`src/rpcm_pkg.sv`:
```
// ----------------------------------------------------------------------------
// rpcm_pkg
// Shared types and constants of the random-partition centroid block.
// ----------------------------------------------------------------------------
package rpcm_pkg;

    // fixed field widths
    localparam int KIND_W    = 2;
    localparam int CLUSTER_W = 4;
    localparam int RCOL_W    = 6;
    localparam int NCL_W     = 5;
    localparam int NCOL_W    = 7;
    localparam int CFG_IDX_W = 1;
    localparam int SUM_W     = 40;
    localparam int COUNT_W   = 25;
    localparam int STEP_W    = 6;

    // widest values the queued word must carry over the parameter ranges
    localparam int OP_CL_W   = 8;
    localparam int OP_COL_W  = 10;
    localparam int OP_VAL_W  = 32;

    // input kind codes
    localparam logic [KIND_W-1:0] KIND_ACC   = 2'd0;
    localparam logic [KIND_W-1:0] KIND_READ  = 2'd1;
    localparam logic [KIND_W-1:0] KIND_CLEAR = 2'd2;

    // register indexes
    localparam logic [CFG_IDX_W-1:0] REG_NUM_CLUSTERS = 1'd0;
    localparam logic [CFG_IDX_W-1:0] REG_NUM_COLS     = 1'd1;

    // saturation limits
    localparam logic [COUNT_W-1:0] COUNT_HI = {COUNT_W{1'b1}};

    typedef enum logic [1:0] {
        OP_ACC   = 2'd0,
        OP_READ  = 2'd1,
        OP_CLEAR = 2'd2
    } op_code_t;

    // one classified word between front and back
    typedef struct packed {
        op_code_t                     code;
        logic                         in_range;
        logic                         last;
        logic [OP_CL_W-1:0]           cluster;
        logic [OP_COL_W-1:0]          column;
        logic signed [OP_VAL_W-1:0]   value;
    } op_t;

    typedef struct packed {
        logic full;
        logic empty;
    } q_status_t;

    typedef struct packed {
        logic init_busy;
    } back_status_t;

    typedef enum logic [5:0] {
        S_IDLE = 6'b000001,
        S_ACC  = 6'b000010,
        S_LOAD = 6'b000100,
        S_DIV  = 6'b001000,
        S_FIN  = 6'b010000,
        S_CLR  = 6'b100000
    } back_state_t;

endpackage

```
`src/rpcm_front.sv`:
```
// ----------------------------------------------------------------------------
// rpcm_front
// Accepts input words, tracks row framing and classifies words for the back.
// ----------------------------------------------------------------------------
module rpcm_front #(
    parameter int MAX_CLUSTERS = 16,
    parameter int MAX_COLS     = 64,
    parameter int VALUE_WIDTH  = 16
) (
    input  logic                              clk,
    input  logic                              rst_n,
    input  logic                              cfg_we,
    input  logic [rpcm_pkg::CFG_IDX_W-1:0]    cfg_index,
    input  logic [rpcm_pkg::NCOL_W-1:0]       cfg_data,
    input  logic                              in_valid,
    output logic                              in_stall,
    input  logic [rpcm_pkg::KIND_W-1:0]       kind,
    input  logic signed [VALUE_WIDTH-1:0]     value,
    input  logic [rpcm_pkg::CLUSTER_W-1:0]    cluster,
    input  logic [rpcm_pkg::RCOL_W-1:0]       read_column,
    input  rpcm_pkg::q_status_t               q_status,
    input  rpcm_pkg::back_status_t            b_status,
    output logic                              push,
    output rpcm_pkg::op_t                     push_op
);
    import rpcm_pkg::*;

    localparam int POS_W = (MAX_COLS > 1) ? $clog2(MAX_COLS) : 1;
    localparam int CMP_W = 11;

    logic [NCL_W-1:0]     num_clusters_reg;
    logic [NCOL_W-1:0]    num_cols_reg;
    logic [POS_W-1:0]     pos_reg;
    logic [POS_W-1:0]     pos_next;
    logic [CLUSTER_W-1:0] row_cluster_reg;
    logic [CLUSTER_W-1:0] row_cluster_next;
    logic [CMP_W-1:0]     ncols;
    logic                 last;
    logic                 row_in_use;
    logic                 accept;

    // config registers
    always_ff @(posedge clk or negedge rst_n)
    begin
        if (!rst_n)
        begin
            num_clusters_reg <= NCL_W'(16);
            num_cols_reg     <= NCOL_W'(64);
        end
        else if (cfg_we)
        begin
            case (cfg_index)
                REG_NUM_CLUSTERS: num_clusters_reg <= cfg_data[NCL_W-1:0];
                REG_NUM_COLS:     num_cols_reg     <= cfg_data;
                default:          ;
            endcase
        end
    end

    assign in_stall = q_status.full || b_status.init_busy;
    assign accept   = in_valid && !in_stall;

    // row framing
    always_comb
    begin
        ncols = (num_cols_reg == '0) ? CMP_W'(1) : CMP_W'(num_cols_reg);
        if (ncols > CMP_W'(MAX_COLS))
        begin
            ncols = CMP_W'(MAX_COLS);
        end
        row_cluster_next = (pos_reg == '0) ? cluster : row_cluster_reg;
        last             = (CMP_W'(pos_reg) + CMP_W'(1)) >= ncols;
        pos_next         = last ? '0 : POS_W'(CMP_W'(pos_reg) + CMP_W'(1));
        row_in_use       = (NCL_W'(row_cluster_next) < num_clusters_reg)
                           && (9'(row_cluster_next) < 9'(MAX_CLUSTERS));
    end

    always_ff @(posedge clk or negedge rst_n)
    begin
        if (!rst_n)
        begin
            pos_reg         <= '0;
            row_cluster_reg <= '0;
        end
        else if (accept && kind == KIND_ACC)
        begin
            pos_reg         <= pos_next;
            row_cluster_reg <= row_cluster_next;
        end
    end

    // classify the word
    always_comb
    begin
        push_op          = '0;
        push             = 1'b0;
        push_op.value    = OP_VAL_W'(value);
        push_op.last     = last;
        case (kind)
            KIND_ACC:
            begin
                push_op.code     = OP_ACC;
                push_op.cluster  = OP_CL_W'(row_cluster_next);
                push_op.column   = OP_COL_W'(pos_reg);
                push_op.in_range = 1'b1;
                push             = accept && row_in_use;
            end
            KIND_READ:
            begin
                push_op.code     = OP_READ;
                push_op.cluster  = OP_CL_W'(cluster);
                push_op.column   = OP_COL_W'(read_column);
                push_op.in_range = (9'(cluster) < 9'(MAX_CLUSTERS))
                                   && (CMP_W'(read_column) < CMP_W'(MAX_COLS));
                push             = accept;
            end
            KIND_CLEAR:
            begin
                push_op.code = OP_CLEAR;
                push         = accept;
            end
            default:
            begin
                push = 1'b0;
            end
        endcase
    end

endmodule

```
`config.mk`:
```
export PLATFORM = sky130hd
export DESIGN_NAME = rpcm_front
export DESIGN_NICKNAME = d
export VERILOG_FILES = /design/src/rpcm_pkg.sv /design/src/rpcm_front.sv
export SDC_FILE = /design/constraint.sdc
export NUM_CORES = 1
export LEC_CHECK = 0
export BUFFER_PORTS_ARGS = -buffer_cell sky130_fd_sc_hd__buf_2
export CORE_MARGIN = 2
export CORE_UTILIZATION = 25
export DETAILED_ROUTE_END_ITERATION = 10
export PLACE_DENSITY = 0.59
export SETUP_SLACK_MARGIN = 0.3
export SYNTH_ARGS = -nofsm -noshare
export SYNTH_HDL_FRONTEND = slang
export SYNTH_SLANG_ARGS = --single-unit
export TNS_END_PERCENT = 100
```
`constraint.sdc`:
```
create_clock -name clk -period 2.8 [get_ports clk]
set_input_delay 0.56 -clock clk [delete_from_list [all_inputs] [get_ports clk]]
set_output_delay 0.56 -clock clk [all_outputs]
set_load 0.02 [all_outputs]
```
======== Yosys cells after proc, flatten, opt, wreduce, memory -nomap -nowiden ========
Cells that the tools add are included.
word-level totals
  flip-flop bits (word level) ............. 22
  input bits .............................. 43
  output and inout port bits .............. 56
  word-level logic and storage cells ...... 31
cells by class
  add/subtract/negate cells ............... 1
  $lt $le $gt $ge ......................... 3
  eq/ne operators ......................... 2
  muxes and demuxes ....................... 8
  bitwise operators ....................... 1
  reductions and logical operators ........ 12
operators by type and width
  kind                   number
  $pmux W14 S2           1
  $mux W7                2
  $ge A11 B11 Y1         1
  $add A6 B1 Y7 const B  1
  $gt A7 B7 Y1 const B   1
  $logic_not A7 Y1       1
  $logic_not A6 Y1       1
  $mux W6                1
  $lt A4 B5 Y1           1
  $mux W4                1
  $pmux W2 S2            1
  $reduce_and A2 Y1      2
  $reduce_or A2 Y1       2
  $logic_and A1 B1 Y1    3
  $eq A2 B1 Y1 const B   1
  $eq A2 B2 Y1 const B   1
  $logic_not A2 Y1       1
  $pmux W1 S2            1
  $logic_not A1 Y1       1
  $logic_or A1 B1 Y1     1
  $mux W1                1
  $not A1 Y1             1

======== Depth between registers and ports, before layout ========
  depth in word-level cells ............... 6
  depth in mapped cells ................... 10
  gate-level depth less buffers ........... 10

======== Least setup slack after synthesis ========
OpenSTA, ideal clock, no wires.
  kind .................................... reg-to-output
  start point ............................. register pos_reg[0]
  end point ............................... output push
  arrival ................................. 2.343 ns
  required time ........................... 2.240 ns
  setup slack ............................. -0.103 ns
  stages on the path, launching flop included .. 11
  buffers on the path ..................... 0
  cells stage by stage .................... dfrtp_1 inv_1 ha_1 nand2b_1 nor4_4 mux2_2 ha_1 a21o_1 a21oi_1 o211ai_1 o21ai_1
on the way
  cells in the longest elaborated chain, start to end .. 5
RTL lines
  element                  line               source
  start, declared          rpcm_front.sv:33   logic [POS_W-1:0] pos_reg;
  start signal, assigned   rpcm_front.sv:87   pos_reg <= pos_next;
  $logic_not A6 Y1         rpcm_front.sv:71   row_cluster_next = (pos_reg == '0) ? cluster : row_cluster_reg;
  $mux W4                  rpcm_front.sv:71
  via row_cluster_next[2]  rpcm_front.sv:36   logic [CLUSTER_W-1:0] row_cluster_next;
  $lt A4 B5 Y1             rpcm_front.sv:74   row_in_use = (NCL_W'(row_cluster_next) < num_clusters_reg)
  $logic_and A1 B1 Y1      rpcm_front.sv:106  push = accept && row_in_use;
  $pmux W1 S2              rpcm_front.sv:99   case (kind)
  end, declared            rpcm_front.sv:23   output logic push,
The timed path passes the listed nets, and every way through them passes these cells.

======== Worst setup path after layout ========
Same ends and word-level chain as after synthesis.

==> summary.txt <==
Status - finished, violations left
Failing checks - negative setup slack
TNS Setup - -0.321 ns
Synth area leader - dfrtp_1
Clock slew at reported path FFs - 0.08 ns
Worst-Margin Slew - 0.511 ns
Util after Layout - 29.7%
Top post-synthesis cells by area - dfrtp_1 (28%), buf_4 (17%), ha_1 (11%)
Die Y - 88.5 µm
Post-placement cell area - 1890 µm²
Power density over the cells - 612 nW/µm²
Max_slew headroom - 65.8%
Maximum VDD drop - 217 µV
Final routed DRC violation total - 0
RePlAce Congestion - 0.743
Worst setup path class - flip-flop to output pin
Final HPWL DP - 2860 µm
Tcrit/Tclk final - 110%
Hold buffers post-CTS - 0
DR vias - 1242
Core ar. - 6870 µm²
First-pass GRT wire length - 5520 µm
Post-Layout Inst Area - 2040 µm²
Clock Tree Buf Depth - 2
Reg2reg path depth - 11
Synth cell types - 38
Worst hold-check path type - input pin to async pin
Post-layout min period - 3.08 ns
Dpl cells - 293
Syn Inst Count - 184
Row count - 30
Register bit total from synthesis - 22
Syn. warnings - 0
Total power - 1.25 mW
Max reg flops - 7
Sequential area share after synthesis - 31.0%
CTS tree - built
Post-placement setup slack - -0.0176 ns
Post-route ant nets - 0
Worst reg2reg endpoint - pos_reg[2]$_DFFE_PN0P_
Root Buffer - clkbuf_8
H-tree lvl count - 1
Fmax - 325 MHz
Cell Area, Synth - 1790 µm²
Final hold violations - 0
Vias in the first global route - 1187
MaxCap Viol Count - 0
Syn avg cell area - 9.71 µm²
Starting Density - 26.0%
GR Util All Layers - 8.92%
Setup crit end kind - output pin
Top-area cell type share of the netlist area - 28.0%
Total CTS buffers - 3
Non-Filler Instances - 299
Setup violators final - 2
Clk sinks - 22
Die Width - 88.5 µm
Diodes inserted - 0
Clock network latency to the later pin of the worst-skew pair - 0.26 ns
IO Port Bufs - 41
RSZ-0062 raised after global routing - true
Max-slew violations - 0
Initial antenna violation count - 0
Hold slack final - 0.248 ns
Startpoint Class - flip-flop
Initial DRC Count - 27
Static leakage power - 1.03 nW
Via density - 4.15
Worst EP required - 2.24 ns
Layout cells sized above 1 - 41.9%
R2r setup slk - 0.48 ns
Nets - 263
Die Footprint - 7840 µm²
Crit path DAT - 2.52 ns
Area delta synth->final - 14.1%
Worst r2r src - pos_reg[1]$_DFFE_PN0P_
WL/cell - 11.6 µm
Total wire length - 3470 µm
Largest net degree at the start of global routing - 23
Fin worst setup slack - -0.276 ns
Ports - 99
Drt pass-1 iters - 4
Layout Skew - 0.00164 ns
Critical-path maximum fanout - 2
Total global routing overflow - 0
==> kinds of logic after synthesis <==
kind of cell	share of synthesized area (%)
buf+inv	20.8
xor+xnor	1.96
other cells	0.210
mux	10.3
fa+ha+maj	11.2
compound gates	13.6
flops	31.0
simple gates	11.0
==> Yosys cell counts <==
cell type  number
dfstp_2         2
a21oi_1         3
xor2_1          1
ha_1           16
o21ai_0         5
or2_0           1
clkbuf_1        3
a22o_1         15
buf_6           1
conb_1          1
o21ai_1         1
nand4_1         1
nand2_1        14
nor2_1          7
and3_1          1
nor3_1          1
o21a_1          2
or2_2           1
nor2_4          1
o31ai_2         1
nand2b_1        2
mux2_2         14
dfrtp_1        20
nor4_4          1
a211oi_1        1
nand3_1         4
inv_2           1
buf_4          41
mux2_1          1
and4b_1         1
inv_1          10
nor2b_1         2
mux2_4          1
a21o_1          1
o211ai_1        1
xnor2_1         3
a211o_1         1
o21bai_1        1
==> placed cells by master, fill, tap and decap left out, drive strengths merged, types with 2 or more instances in the layout <==
cell type	Yosys	routed
or2	2	2
nand2b	2	2
nor2	8	8
o21a	2	2
nor2b	2	2
xnor2	3	3
buf	42	53
nand2	14	14
dfrtp	20	20
nand3	4	4
conb	1	8
a22o	15	15
clkbuf	3	4
a21oi	3	3
mux2	16	16
o21ai	6	6
inv	11	11
ha	16	16
dfstp	2	2
==> per-layer routing <==
layer	up-vias	wire length (µm)	GRT usage (%)
li1	628	-	-
met3	4	245	2.80
met2	41	1500	14.2
met5	-	0	0
met1	569	1710	12.2
met4	0	8	1.24
==> report_power, final <==
| part | internal, mW | switching [mW] |
|---|---|---|
| Sequential | 0.381 | 0.0334 |
| Clock | 0.125 | 0.103 |
| Combinational | 0.304 | 0.301 |
==> worst max-delay path by stage <==
stage / end / slack [ns] / from / depth (start not counted)
2_1_floorplan: push / -0.02 / pos_reg[0]$_DFFE_PN0P_ / 10
3_3_place_gp: push / -0.002 / pos_reg[0]$_DFFE_PN0P_ / 12
3_5_place_dp: push / -0.02 / pos_reg[0]$_DFFE_PN0P_ / 12
4_1_cts: push / -0.27 / pos_reg[0]$_DFFE_PN0P_ / 11
5_1_grt: push / -0.45 / pos_reg[0]$_DFFE_PN0P_ / 11
6_report: push / -0.28 / pos_reg[0]$_DFFE_PN0P_ / 11
==> critical path, stage by stage (launching register included) <==
cell and delay [ns]:
dfrtp_1 0.38, inv_1 0.05, ha_1 0.13, nand2b_1 0.08, nor4_4 0.18, mux2_2 0.41
ha_1 0.30, a21o_1 0.16, a21oi_1 0.14, o211ai_1 0.10, o21ai_2 0.16, buf_4 0.16
==> what timing repair did <==
item | 4_1_cts | 5_1_grt
gates resized for setup | 15 | 4
setup endpoints to repair | 5 | 10
pin swaps | 1 | 1
setup buffers | 1 | 1
hold endpoints to repair | 0 | 0
==> cell type report <==
class                           instances  area [µm²]
Fill cell                             743        4830
Multi-Input combinational cell        113         947
Sequential cell                        22         553
Timing Repair Buffer                   53         323
Tap cell                               96         120
Clock buffer                            4        55.1
Inverter                               11        41.3
(Power assumes the default switching activity.)
