[src/rpcm_pkg.sv]
// ----------------------------------------------------------------------------
// rpcm_pkg
// Shared types and constants of the random-partition centroid block.
// ----------------------------------------------------------------------------
package rpcm_pkg;

    // fixed field widths
    localparam int KIND_W    = 2;
    localparam int CLUSTER_W = 4;
    localparam int RCOL_W    = 6;
    localparam int NCL_W     = 5;
    localparam int NCOL_W    = 7;
    localparam int CFG_IDX_W = 1;
    localparam int SUM_W     = 40;
    localparam int COUNT_W   = 25;
    localparam int STEP_W    = 6;

    // widest values the queued word must carry over the parameter ranges
    localparam int OP_CL_W   = 8;
    localparam int OP_COL_W  = 10;
    localparam int OP_VAL_W  = 32;

    // input kind codes
    localparam logic [KIND_W-1:0] KIND_ACC   = 2'd0;
    localparam logic [KIND_W-1:0] KIND_READ  = 2'd1;
    localparam logic [KIND_W-1:0] KIND_CLEAR = 2'd2;

    // register indexes
    localparam logic [CFG_IDX_W-1:0] REG_NUM_CLUSTERS = 1'd0;
    localparam logic [CFG_IDX_W-1:0] REG_NUM_COLS     = 1'd1;

    // saturation limits
    localparam logic [COUNT_W-1:0] COUNT_HI = {COUNT_W{1'b1}};

    typedef enum logic [1:0] {
        OP_ACC   = 2'd0,
        OP_READ  = 2'd1,
        OP_CLEAR = 2'd2
    } op_code_t;

    // one classified word between front and back
    typedef struct packed {
        op_code_t                     code;
        logic                         in_range;
        logic                         last;
        logic [OP_CL_W-1:0]           cluster;
        logic [OP_COL_W-1:0]          column;
        logic signed [OP_VAL_W-1:0]   value;
    } op_t;

    typedef struct packed {
        logic full;
        logic empty;
    } q_status_t;

    typedef struct packed {
        logic init_busy;
    } back_status_t;

    typedef enum logic [5:0] {
        S_IDLE = 6'b000001,
        S_ACC  = 6'b000010,
        S_LOAD = 6'b000100,
        S_DIV  = 6'b001000,
        S_FIN  = 6'b010000,
        S_CLR  = 6'b100000
    } back_state_t;

endpackage

[src/rpcm_queue.sv]
// ----------------------------------------------------------------------------
// rpcm_queue
// Two-entry queue of classified words between front and back.
// ----------------------------------------------------------------------------
module rpcm_queue (
    input  logic                 clk,
    input  logic                 rst_n,
    input  logic                 push,
    input  rpcm_pkg::op_t        push_op,
    input  logic                 pop,
    output rpcm_pkg::op_t        head,
    output rpcm_pkg::q_status_t  status
);
    import rpcm_pkg::*;

    op_t        entry_reg [2];
    logic       wr_ptr_reg;
    logic       rd_ptr_reg;
    logic [1:0] fill_reg;

    assign head         = entry_reg[rd_ptr_reg];
    assign status.full  = fill_reg == 2'd2;
    assign status.empty = fill_reg == 2'd0;

    // storage
    always_ff @(posedge clk)
    begin
        if (push)
        begin
            entry_reg[wr_ptr_reg] <= push_op;
        end
    end

    // pointers and fill
    always_ff @(posedge clk or negedge rst_n)
    begin
        if (!rst_n)
        begin
            wr_ptr_reg <= 1'b0;
            rd_ptr_reg <= 1'b0;
            fill_reg   <= 2'd0;
        end
        else
        begin
            if (push)
            begin
                wr_ptr_reg <= !wr_ptr_reg;
            end
            if (pop)
            begin
                rd_ptr_reg <= !rd_ptr_reg;
            end
            if (push && !pop)
            begin
                fill_reg <= fill_reg + 2'd1;
            end
            else if (pop && !push)
            begin
                fill_reg <= fill_reg - 2'd1;
            end
        end
    end

endmodule

[config.mk]
export PLATFORM = sky130hd
export DESIGN_NAME = rpcm_queue
export DESIGN_NICKNAME = d
export VERILOG_FILES = /design/src/rpcm_pkg.sv /design/src/rpcm_queue.sv
export SDC_FILE = /design/constraint.sdc
export NUM_CORES = 1
export LEC_CHECK = 0
export ABC_CLOCK_PERIOD_IN_PS = 4700
export BUFFER_PORTS_ARGS = -buffer_cell sky130_fd_sc_hd__buf_2
export CAP_MARGIN = 20
export CORE_MARGIN = 2
export CORE_UTILIZATION = 30
export CTS_BUF_LIST = sky130_fd_sc_hd__clkbuf_8 sky130_fd_sc_hd__clkbuf_16
export DETAILED_ROUTE_END_ITERATION = 8
export PLACE_DENSITY_LB_ADDON = 0.1
export SKIP_CTS_REPAIR_TIMING = 1
export SYNTH_ARGS = -nofsm -noshare
export SYNTH_HDL_FRONTEND = slang
export SYNTH_SLANG_ARGS = --single-unit
export TNS_END_PERCENT = 1
[constraint.sdc]
create_clock -name clk -period 4.7 [get_ports clk]
set_input_delay 0.235 -clock clk [delete_from_list [all_inputs] [get_ports clk]]
set_output_delay 0.235 -clock clk [all_outputs]
set_load 0.01 [all_outputs]
Word level (Yosys, flattened, before mapping)
Memory sizes are Yosys's and may differ from the RTL's.
Index checks and enable logic that the tools add are counted.
Cells by class
  add/sub/neg operators: 2
  equal/unequal tests: 1
  multiplexer cells: 4
  reduce and logical (&&, ||, !) cells: 8
Operators with widths (number)
  zero test 1 bit: 4
  2-to-1 mux 2 bit: 2
  adder 2 x 1 -> 2 bit, second input constant: 1
  equality test 2 bit, second input constant: 1
  logical AND 1 bit: 2
  zero test 2 bit: 1
  2-to-1 mux 1 bit: 2
  nonzero test 2 bit: 1
  subtractor 2 x 1 -> 2 bit, second input constant: 1
Storage, ports and cells
  register bits after elaboration: 4
  memory bits (writable): 108
  bits of input ports: 58
  output and inout port bits: 56
  logic and storage cells: 19
  memories kept: 1
Memory list
  entry_reg: words 2, bits a word 54, read ports 1, clocked after memory_dff 0, write ports 1, line rpcm_queue.sv:16  | op_t entry_reg [2];

Depth between registers and ports, before layout
Gate-level depths: netlist (run 1).
  depth in word-level cells: 4
  mapped depth: 5
  depth with buffers taken out: 5

Worst setup path before layout (run 1)
OpenSTA, ideal clock, no wires.
  kind: reg-to-reg
  start: reg wr_ptr_reg
  end: mem entry_reg[0][0] in the netlist's numbering, enable pin
  library setup time: 0.472 ns
  data arrival time: 2.808 ns
  required time: 4.228 ns
  slack: 1.420 ns
  cell stages (with the launch flop): 2
  path buffers: 0
  clock period less this slack: 3.280 ns
  cells stage by stage: dfrtp_1 -> nor2b_1
RTL lines
  start: declaration: line rpcm_queue.sv:17  | logic wr_ptr_reg;
  start signal: assignment: line rpcm_queue.sv:47  | wr_ptr_reg <= !wr_ptr_reg;
  end: declaration: line rpcm_queue.sv:16
Straight into the memory's write port.

==> results.md, run 1 <==
- Fin Setup TNS: 0 ns
- CTS H-Tree Depth: 3
- Synth warn: 0
- Tmin final: 2.11 ns
- Avg Inst Size Synth: 23.5 µm²
- Detail Route Antenna Nets: 0
- Area Overhead vs Synth: 25.4%
- Initial antenna violation count: 0
- Die Wd: ~120 µm
- Syn Nets: 243
- Starting Density: 31.0%
- First-pass GRT wire length: 11900 µm
- RSZ-0062 raised after global routing: false
- Routability-driven placement congestion ratio: 0.627
- Final instance area: 5430 µm²
- Setup CP Type: flop to output port
- Post-DP HPWL: 5020 µm
- Largest net degree at the start of global routing: 56
- Count of final hold-check violations: 0
- Max Root-Sink Buffers: 2
- Critical path's slowest cell: dfrtp_4
- Cell family with most CP delay: flip-flops
- Critical Path Source Type: flop
- Nets: 366
- 1st-iter DRT viols: 75
- Share of cells above drive strength 1: between 60 and 70%
- Placement row count: 43
- CTS sink count: 112
- Worst reg2reg startpoint: wr_ptr_reg
- Worst hold path type: input port to flop
- Routed WL: ~8100 µm
- P_leak: 2.18 nW
- Area of the multi-input gates: 883 µm²
- R2r setup slk: 2.79 ns
- Worst path bufs/invs: 2
- Clock Skews: 0.00328 ns
- Core area: 14000 µm²
- Drt first pass iters: 4
- Placement Setup Slack: ~2.5 ns
- Worst Max-Slew Pin Slew: 0.642 ns
- Maxcap violations: 0
- Crit end category: output port
- PortBufs: 113
- Die area: 15400 µm²
- Top cell type's share of synthesized area: 74.8%
- Hold depth: 1
- Synthesized area: 4330 µm²
- Hold EP: entry_reg[0][10]
- Synth area leader: edfxtp_1
- Total number of vias: a little over 2000
- Vias in the first global route: 2196
- Worst slew margin: 57.2%
- Final worst path period share: 44.9%
- Via-per-instance ratio: 4.19
- CTS tree: built
- Data arrival, critical path: approximately 1.9 ns
- Distinct cell type count after synthesis: 13
- Grt ovf: 0
- Die Height: 124 µm
- Root Driver: clkbuf_16
- Top cells by area, synth: edfxtp_1, mux2_4, buf_12
- Synth Instances: 184
- # DRC: 0
- Worst hold path startpoint: push_op[10]
- Power density cells: slightly above 600 nW/µm²
- Filler instances: 1327
- GRT Overall Usage: 11.0%
- Routed len/inst: 16.5 µm
- CP required: 4.47 ns
- Reg2reg end: entry_reg[1][48]
- Register area share after synthesis: between 70 and 80%
- Critical-path cell list: buf_16, mux2_4, buf_2
- Crit. Startpoint: rd_ptr_reg
- Placed inst area: 5040 µm²
- CTS clk-pin slew, worst paths: 0.07 ns
- Final WS setup: 2.59 ns
- Antenna Cells: 0
- I/O pin count: about 110
- Worst-Skew Late Latency: 0.34 ns
- VDD IR max: 0.271 mV
- Seq cells post-synth: between 100 and 150
- Outcome: finished clean
- Crit-path max FO: 35
- CP max stage delay: 0.70 ns
- R2r worst-path depth: 2
- Final setup vio count: 0
- Maximum clock frequency: between 400 and 500 MHz
- Total CTS buffers: 9
- Area occupied by registers: 3350 µm²
- Max-slew violations: 0
- Max FFs per register: around 110
-- layout by cell type, fill, tap and decap left out, types with 2 or more instances in the layout --
cell,synthesis,layout
clkinv_2,0,2
buf_4,0,2
nor2_1,2,2
xor2_1,4,4
mux2_2,5,5
edfxtp_1,108,108
bufinv_16,0,3
mux2_4,49,49
clkbuf_16,0,9
dfrtp_1,4,3
buf_2,0,113
inv_1,1,2
-- worst register-to-register path: stages, from the launching register on --
cell	delay, ns
dfrtp_1	0.42
and2_2	0.60
buf_4	0.53
-- final cells by class --
cell class	count	share of cell area [%]
Sequential cell	112	61.6
Multi-Input combinational cell	65	16.3
Timing Repair Buffer	118	11.7
Clock buffer	9	4.14
Tap cell	180	4.14
Clock inverter	7	2.05
Inverter	1	0.0691
-- stage by stage --
step	cells	utilization, %	hold slack [ns]	power (mW)
floorplan	184	-	-0.0606	2.18
global placement	473	36.0	0.0549	2.45
detailed placement	473	36.0	0.0482	2.45
CTS	489	38.4	-0.332	3.32
global route	492	38.8	0.0581	3.46
finish	492	38.8	0.0726	3.28
-- per-layer routing --
| layer | global-route usage, % | part of all wire, % | vias to the layer above |
|---|---|---|---|
| li1 | - | - | 968 |
| met1 | 13.1 | 43 | 1008 |
| met2 | 17.1 | 47 | 74 |
| met3 | 4.12 | 8.2 | 11 |
| met4 | 5.90 | 1.8 | 0 |
| met5 | 0 | 0 | - |
-- kinds of logic after synthesis --
| kind of cell | count (synthesis) | share of synthesized area [%] |
|---|---|---|
| xor gates and xnor gates | 5 | 1.01 |
| buffers and inverters | 7 | 2.66 |
| and+or+nand+nor | 5 | 0.607 |
| adders and majority gates | 1 | 0.289 |
| DFF | 112 | 77.2 |
| muxes | 54 | 18.3 |
-- power breakdown --
part           internal, mW  switching, mW
clock                 0.517          0.338
combinational         0.526          0.464
sequential             1.33          0.106
-- Yosys cell counts --
library cell and n:
xnor2_1 1, dfrtp_1 4, edfxtp_1 108, ha_1 1
and2_1 1, inv_1 1, buf_6 1, buf_12 5
xor2_1 4, mux2_2 5, nor2_1 2, nor2b_1 2
mux2_4 49
-- how the worst max path moves through the flow --
| stage | to | cells after the start | slack (ns) |
|---|---|---|---|
| 6_report | head[25] | 3 | 2.59 |
| 5_1_grt | head[8] | 3 | 2.50 |
| 4_1_cts | head[45] | 2 | 2.31 |
| 3_5_place_dp | entry_reg[0][36] | 2 | 2.55 |
| 3_3_place_gp | entry_reg[0][36] | 2 | 2.55 |
| 2_1_floorplan | entry_reg[0][0] | 1 | 1.42 |
No activity file was read; power rests on OpenSTA's default activity.
==> run 2, diff against run 1 <==
ABC_CLOCK_PERIOD_IN_PS = 1800   (was 4700)
clock period = 1.8 ns   (was 4.7 ns; I/O delays follow)
==> results.md, run 2 (synthesis gave the netlist of run 1 again) <==
- Outcome: finished clean (unchanged)
- Post-DP HPWL: 4940 µm (was 5020 µm)
- WHS: 0.0742 ns (was 0.0726 ns)
- Die area: 15400 µm² (unchanged)
- Psw: 2.33 mW (was 0.908 mW)
- Final setup vio count: 0 (unchanged)
- CTS tree: built (unchanged)
- Worst slew margin: 81.2% (was 57.2%)
- Max Root-Sink Buffers: 2 (unchanged)
- Placed inst area: 5130 µm² (was 5040 µm²)
- Switching part of the total: 27.6% (was 27.7%)
- Share of cells above drive strength 1: 51.3% (was 60.6%)
- Fin Setup TNS: 0 ns (unchanged)
- Total number of vias: 2287 (was 2061)
- Core area: 14000 µm² (unchanged)
- Vias in the first global route: 2171 (was 2196)
- 1st-iter DRT viols: 107 (was 75)
- Placement row count: 43 (unchanged)
- Die Wd: 124 µm (unchanged)
- # DRC: 0 (unchanged)
- Routability-driven placement congestion ratio: 0.643 (was 0.627)
- GRT Overall Usage: 10.5% (was 11.0%)
- Starting Density: 31.0% (unchanged)
- Part of the power in registers: 43.3% (was 43.7%)
- Detail Route Antenna Nets: 0 (unchanged)
- Maximum clock frequency: between 500 and 600 MHz
- Clk pwr share: 22.2% (was 26.1%)
- Critical Path Source Type: flop (unchanged)
- RSZ-0062 raised after global routing: false (unchanged)
- First-pass GRT wire length: 11400 µm (was 11900 µm)
- Routed WL: 7950 µm (was 8100 µm)
- Crit-path max FO: 17 (was 35)
- Clock Skews: 0.00588 ns (was 0.00328 ns)
- Largest net degree at the start of global routing: 47 (was 56)
- Via-per-instance ratio: 4.11 (was 4.19)
- Worst Max-Slew Pin Slew: 0.282 ns (was 0.642 ns)
- Worst-Skew Late Latency: 0.34 ns (about the same)
- CTS H-Tree Depth: 3 (unchanged)
- Total CTS buffers: 9 (unchanged)
- Max-slew violations: 0 (unchanged)
- Grt ovf: 0 (unchanged)
- Filler instances: 1283 (was 1327)
- Tmin final: 1.69 ns
- Drt first pass iters: 4 (unchanged)
- CP required: 1.71 ns (was 4.47 ns)
- Power density cells: 1400 nW/µm² (was 603 nW/µm²)
- Root Driver: clkbuf_16 (unchanged)
- CTS sink count: 112 (unchanged)
- Antenna Cells: 0 (unchanged)
- Data arrival, critical path: 1.60 ns (was 1.88 ns)
- Max FFs per register: 108 (unchanged)
- Setup CP Type: flop to output port (unchanged)
- PortBufs: 113 (unchanged)
- Count of final hold-check violations: 0 (unchanged)
- Most frequent cells in the layout: buf_2, edfxtp_1, dlygate4sd3_1 (was buf_2, edfxtp_1, mux2_4)
- Worst hold path type: input port to asynchronous set/reset pin (was input port to flop)
- VDD IR max: 0.834 mV (was 0.271 mV)
- Comb power frac: 34.5% (was 30.2%)
- Routed len/inst: 14.3 µm (was 16.5 µm)
- Final instance area: 6020 µm² (was 5430 µm²)
- Nets: 430 (was 366)
- Area Overhead vs Synth: 39.0% (was 25.4%)
- Die Height: 124 µm (unchanged)
- Most common cell after layout, fill and taps aside: buf_2 (unchanged)
- Maxcap violations: 0 (unchanged)
- Final worst path period share: between 90% and 100%
- Crit end category: output port (unchanged)
- P_leak: 2.44 nW (was 2.18 nW)
- Initial antenna violation count: 0 (unchanged)
- I/O pin count: 114 (unchanged)
- Pint: 6.11 mW (was 2.37 mW)
- CTS clk-pin slew, worst paths: 0.07 ns (about the same)
- Total Power: 8.45 mW (was 3.28 mW)
==> run 2: changes by cell type in the layout (fill, tap and decap cells not counted), sizes merged <==
cell         change
dlygate4sd3     +56
buf              +8
inv              +2
bufinv           -2
==> run 2: critical path, stage by stage (launching register included) <==
cell	delay [ns]
dfrtp_4	0.52
buf_12	0.21
mux2_2	0.36
buf_2	0.15
==> run 2: path summary, 6_finish.rpt <==
check / slack (ns) / cells after the start / endpoint / start
setup / recovery: 0.11 / 3 / head[51] / rd_ptr_reg
hold / removal: 0.07 / 2 / rd_ptr_reg / rst_n
setup reg to reg: 0.58 / 2 / entry_reg[1][35] / wr_ptr_reg
hold reg to reg: 0.49 / 1 / fill_reg[1] / fill_reg[1]
max in group asynchronous: 1.59 / 2 / rd_ptr_reg / rst_n
min in group clk: 0.47 / 2 / entry_reg[0][7] / push_op[7]
==> run 2: per-stage QoR <==
step | instances | utilization [%] | setup WS (ns)
finish | 556 | 43.0 | 0.107
global route | 556 | 43.0 | 0.0469
CTS | 494 | 38.7 | -0.0506
detailed placement | 478 | 36.7 | 0.341
global placement | 478 | 36.7 | 0.366
floorplan | 184 | - | -0.327
==> run 2: cell type report <==
type | instances | area, µm² | area share [%]
Clock buffer | 9 | 225 | 3.74
Clock inverter | 7 | 56.3 | 0.935
Inverter | 1 | 3.75 | 0.0623
Multi-Input combinational cell | 65 | 883 | 14.7
Sequential cell | 112 | 3350 | 55.6
Tap cell | 180 | 225 | 3.74
Timing Repair Buffer | 182 | 1280 | 21.3
==> run 2: power groups by stage <==
stage               Sequential, mW  Combinational, mW  Clock, mW
floorplan                     3.64               2.04          0
CTS                           3.70               2.76       1.97
detailed placement            3.75               2.75          0
finish                        3.66               2.91       1.88
global route                  3.71               3.15       2.08
global placement              3.76               2.75          0
==> run 2: routing by layer <==
metal,vias up,routed length (µm),track usage (%)
met2,74,4040,17.1
met4,0,106,3.58
li1,1092,-,-
met5,-,0,0
met1,1113,3240,12.1
met3,8,554,4.99
==> run 3, diff against run 2 <==
ABC_AREA = 1   (was not set)
==> results.md, run 3 <==
- Final WS setup: 0.111 ns (was 0.107 ns)
- Pint: 5.94 mW (was 6.11 mW)
- Tmin final: 1.69 ns (about the same)
- Final worst path period share: 93.8% (was 94.1%)
- Routability-driven placement congestion ratio: 0.643 (about the same)
- Area Overhead vs Synth: 38.0% (was 39.0%)
- Area of the multi-input gates: 880 µm² (was 883 µm²)
- Max-slew violations: 0 (unchanged)
- Final instance area: 6010 µm² (was 6020 µm²)
- Synth warn: 0 (unchanged)
- Data arrival, critical path: 1.60 ns (about the same)
- Synth area leader: edfxtp_1 (unchanged)
- Most frequent cells after synthesis: edfxtp_1, mux2_4, inv_1 (was edfxtp_1, mux2_4, buf_12, mux2_2)
- Post-synth EDFFs: 108 (unchanged)
- Total CTS buffers: 9 (unchanged)
- CP required: 1.71 ns (about the same)
- Top cells by area, synth: edfxtp_1, mux2_4, buf_12 (unchanged)
- RSZ-0062 raised after global routing: false (unchanged)
- First-pass GRT wire length: 12400 µm (was 11400 µm)
- I/O pin count: 114 (unchanged)
- Via-per-instance ratio: 4.13 (was 4.11)
- Share of cells above drive strength 1: 50.0% (was 51.3%)
- Synth Instances: 193 (was 184)
- Adder-cell share of the synthesized area: 0.287% (was 0.289%)
- Psw: 2.35 mW (was 2.33 mW)
- Placement Setup Slack: 0.421 ns (was 0.341 ns)
- Nets: 438 (was 430)
- Detail Route Antenna Nets: 0 (unchanged)
- Avg Inst Size Synth: 22.6 µm² (was 23.5 µm²)
- Routed len/inst: 14.6 µm (was 14.3 µm)
- Part of the power in registers: 44.2% (was 43.3%)
- Routed met3 length: 359 µm (was 554 µm)
- Largest net degree at the start of global routing: 34 (was 47)
- Asr flop ratio synth: 3.57% (unchanged)
- Placed inst area: 5150 µm² (was 5130 µm²)
- Critical Path Source Type: flop (unchanged)
- Root Driver: clkbuf_16 (unchanged)
- Most instantiated library cell after synthesis: edfxtp_1 (unchanged)
- Comb power frac: 34.8% (was 34.5%)
- Die area: 15500 µm² (was 15400 µm²)
- Drt first pass iters: 4 (unchanged)
- Met2 WL: 4090 µm (was 4040 µm)
- Most frequent cells in the layout: buf_2, edfxtp_1, dlygate4sd3_1 (unchanged)
- Syn Nets: 252 (was 243)
- Count of final hold-check violations: 0 (unchanged)
- Clock Skews: 0.00567 ns (was 0.00588 ns)
- Compound-gate portion of the synthesized area: 0% (unchanged)
- CTS sink count: 112 (unchanged)
- GRT Overall Usage: 10.7% (was 10.5%)
- Simple-gate share of the synthesized area: 0.949% (was 0.606%)
- VDD IR max: 0.482 mV (was 0.834 mV)
- Core area: 14400 µm² (was 14000 µm²)
- Filler instances: 1341 (was 1283)
- Routed WL: 8280 µm (was 7950 µm)
- Area occupied by registers: 3350 µm² (unchanged)
- Met1 WL: 3640 µm (was 3240 µm)
- Top cell type's share of synthesized area: 74.5% (was 74.8%)
- Ys flop type: edfxtp_1 (unchanged)
- CTS H-Tree Depth: 3 (unchanged)
- Die Wd: 124 µm (about the same)
- PortBufs: 113 (unchanged)
- Setup CP Type: flop to output port (unchanged)
- Synthesized area: 4350 µm² (was 4330 µm²)
- Largest family of logic cells by synthesized area: multiplexers (unchanged)
- Distinct cell type count after synthesis: 14 (was 13)
- Final setup vio count: 0 (unchanged)
- Antenna Cells: 0 (unchanged)
- Seq cells post-synth: 112 (unchanged)
- CTS tree: built (unchanged)
- Xor/xnor share of the synthesized area: 0.604% (was 1.01%)
- Post-synthesis mux area share: 18.2% (was 18.3%)
- CTS clk-pin slew, worst paths: 0.07 ns (about the same)
- Top Layer Used: met4 (unchanged)
- Register area share after synthesis: 76.8% (was 77.2%)
- Worst-Skew Late Latency: 0.34 ns (about the same)
- Switching part of the total: 28.3% (was 27.6%)
- Die Height: 124 µm (about the same)
- 1st-iter DRT viols: 91 (was 107)
- # DRC: 0 (unchanged)
- Crit end category: output port (unchanged)
- Max Root-Sink Buffers: 2 (unchanged)
- Crit-path max FO: 21 (was 17)
- Max FFs per register: 108 (unchanged)
- Maximum clock frequency: 592 MHz (was 591 MHz)
- Worst slew margin: 77.9% (was 81.2%)
- Post-DP HPWL: 5420 µm (was 4940 µm)
- Starting Density: 30.3% (was 31.0%)
- Total number of vias: 2346 (was 2287)
- Clk pwr share: 21.0% (was 22.2%)
- Power density cells: 1380 nW/µm² (was 1400 nW/µm²)
- Placement row count: 44 (was 43)
- Worst Max-Slew Pin Slew: 0.331 ns (was 0.282 ns)
- P_leak: 2.44 nW (about the same)
- Outcome: finished clean (unchanged)
- Vias in the first global route: 2290 (was 2171)
- Maxcap violations: 0 (unchanged)
- Most common cell after layout, fill and taps aside: buf_2 (unchanged)
- Worst hold path type: input port to asynchronous set/reset pin (unchanged)
- Initial antenna violation count: 0 (unchanged)
- Grt ovf: 0 (unchanged)
[run 3: path summary, 6_finish.rpt]
kind | start | end | slack (ns) | depth (start not counted)
worst min register to register | fill_reg[1] | fill_reg[1] | 0.51 | 2
max in group asynchronous | rst_n | rd_ptr_reg | 1.58 | 2
min in group clk | push_op[47] | entry_reg[0][47] | 0.46 | 2
worst max-delay path | rd_ptr_reg | head[35] | 0.11 | 3
worst max register to register | wr_ptr_reg | entry_reg[1][14] | 0.54 | 3
worst min-delay path | rst_n | fill_reg[1] | 0.08 | 2
[run 3: cell families after synthesis]
logic type | after synthesis
xor+xnor | 3
flops | 112
buf+inv | 13
mux | 54
simple gates | 10
fa+ha+maj | 1
[run 3: area by class of cell]
| class | count | share of cell area (%) |
|---|---|---|
| Clock buffer | 9 | 3.75 |
| Clock inverter | 7 | 0.521 |
| Inverter | 7 | 0.437 |
| Multi-Input combinational cell | 68 | 14.6 |
| Sequential cell | 112 | 55.7 |
| Tap cell | 184 | 3.83 |
| Timing Repair Buffer | 181 | 21.1 |
[run 3: power groups by stage]
| stage | clock network (mW) | registers [mW] | logic, mW |
|---|---|---|---|
| 5_1_grt | 1.91 | 3.72 | 3.12 |
| 3_5_place_dp | 0 | 3.75 | 2.79 |
| 2_1_floorplan | 0 | 3.64 | 2.04 |
| 3_3_place_gp | 0 | 3.73 | 2.79 |
| 4_1_cts | 1.82 | 3.70 | 2.79 |
| 6_report | 1.74 | 3.67 | 2.89 |
[run 3: worst max-delay path, cell delays in order, from the launching register on]
cell and delay [ns]:
dfrtp_4 0.53, buf_12 0.23, mux2_4 0.32, buf_2 0.14
[run 3: per-stage QoR]
stage	setup TNS [ns]	std cells	hold WS [ns]	utilization (%)	total power, mW
2_1_floorplan	-6.96	193	-0.206	-	5.69
3_3_place_gp	0	491	-0.0880	35.8	6.52
3_5_place_dp	0	491	-0.0926	35.8	6.54
4_1_cts	0	507	-0.479	37.6	8.31
5_1_grt	0	568	0.0728	41.8	8.75
6_report	0	568	0.0803	41.8	8.29
[run 3: metal layers]
layer  track usage [%]  vias up
li1                  -     1119
met1              12.8     1148
met2              17.3       68
met3              3.31       11
met4              5.75        0
met5                 0        -
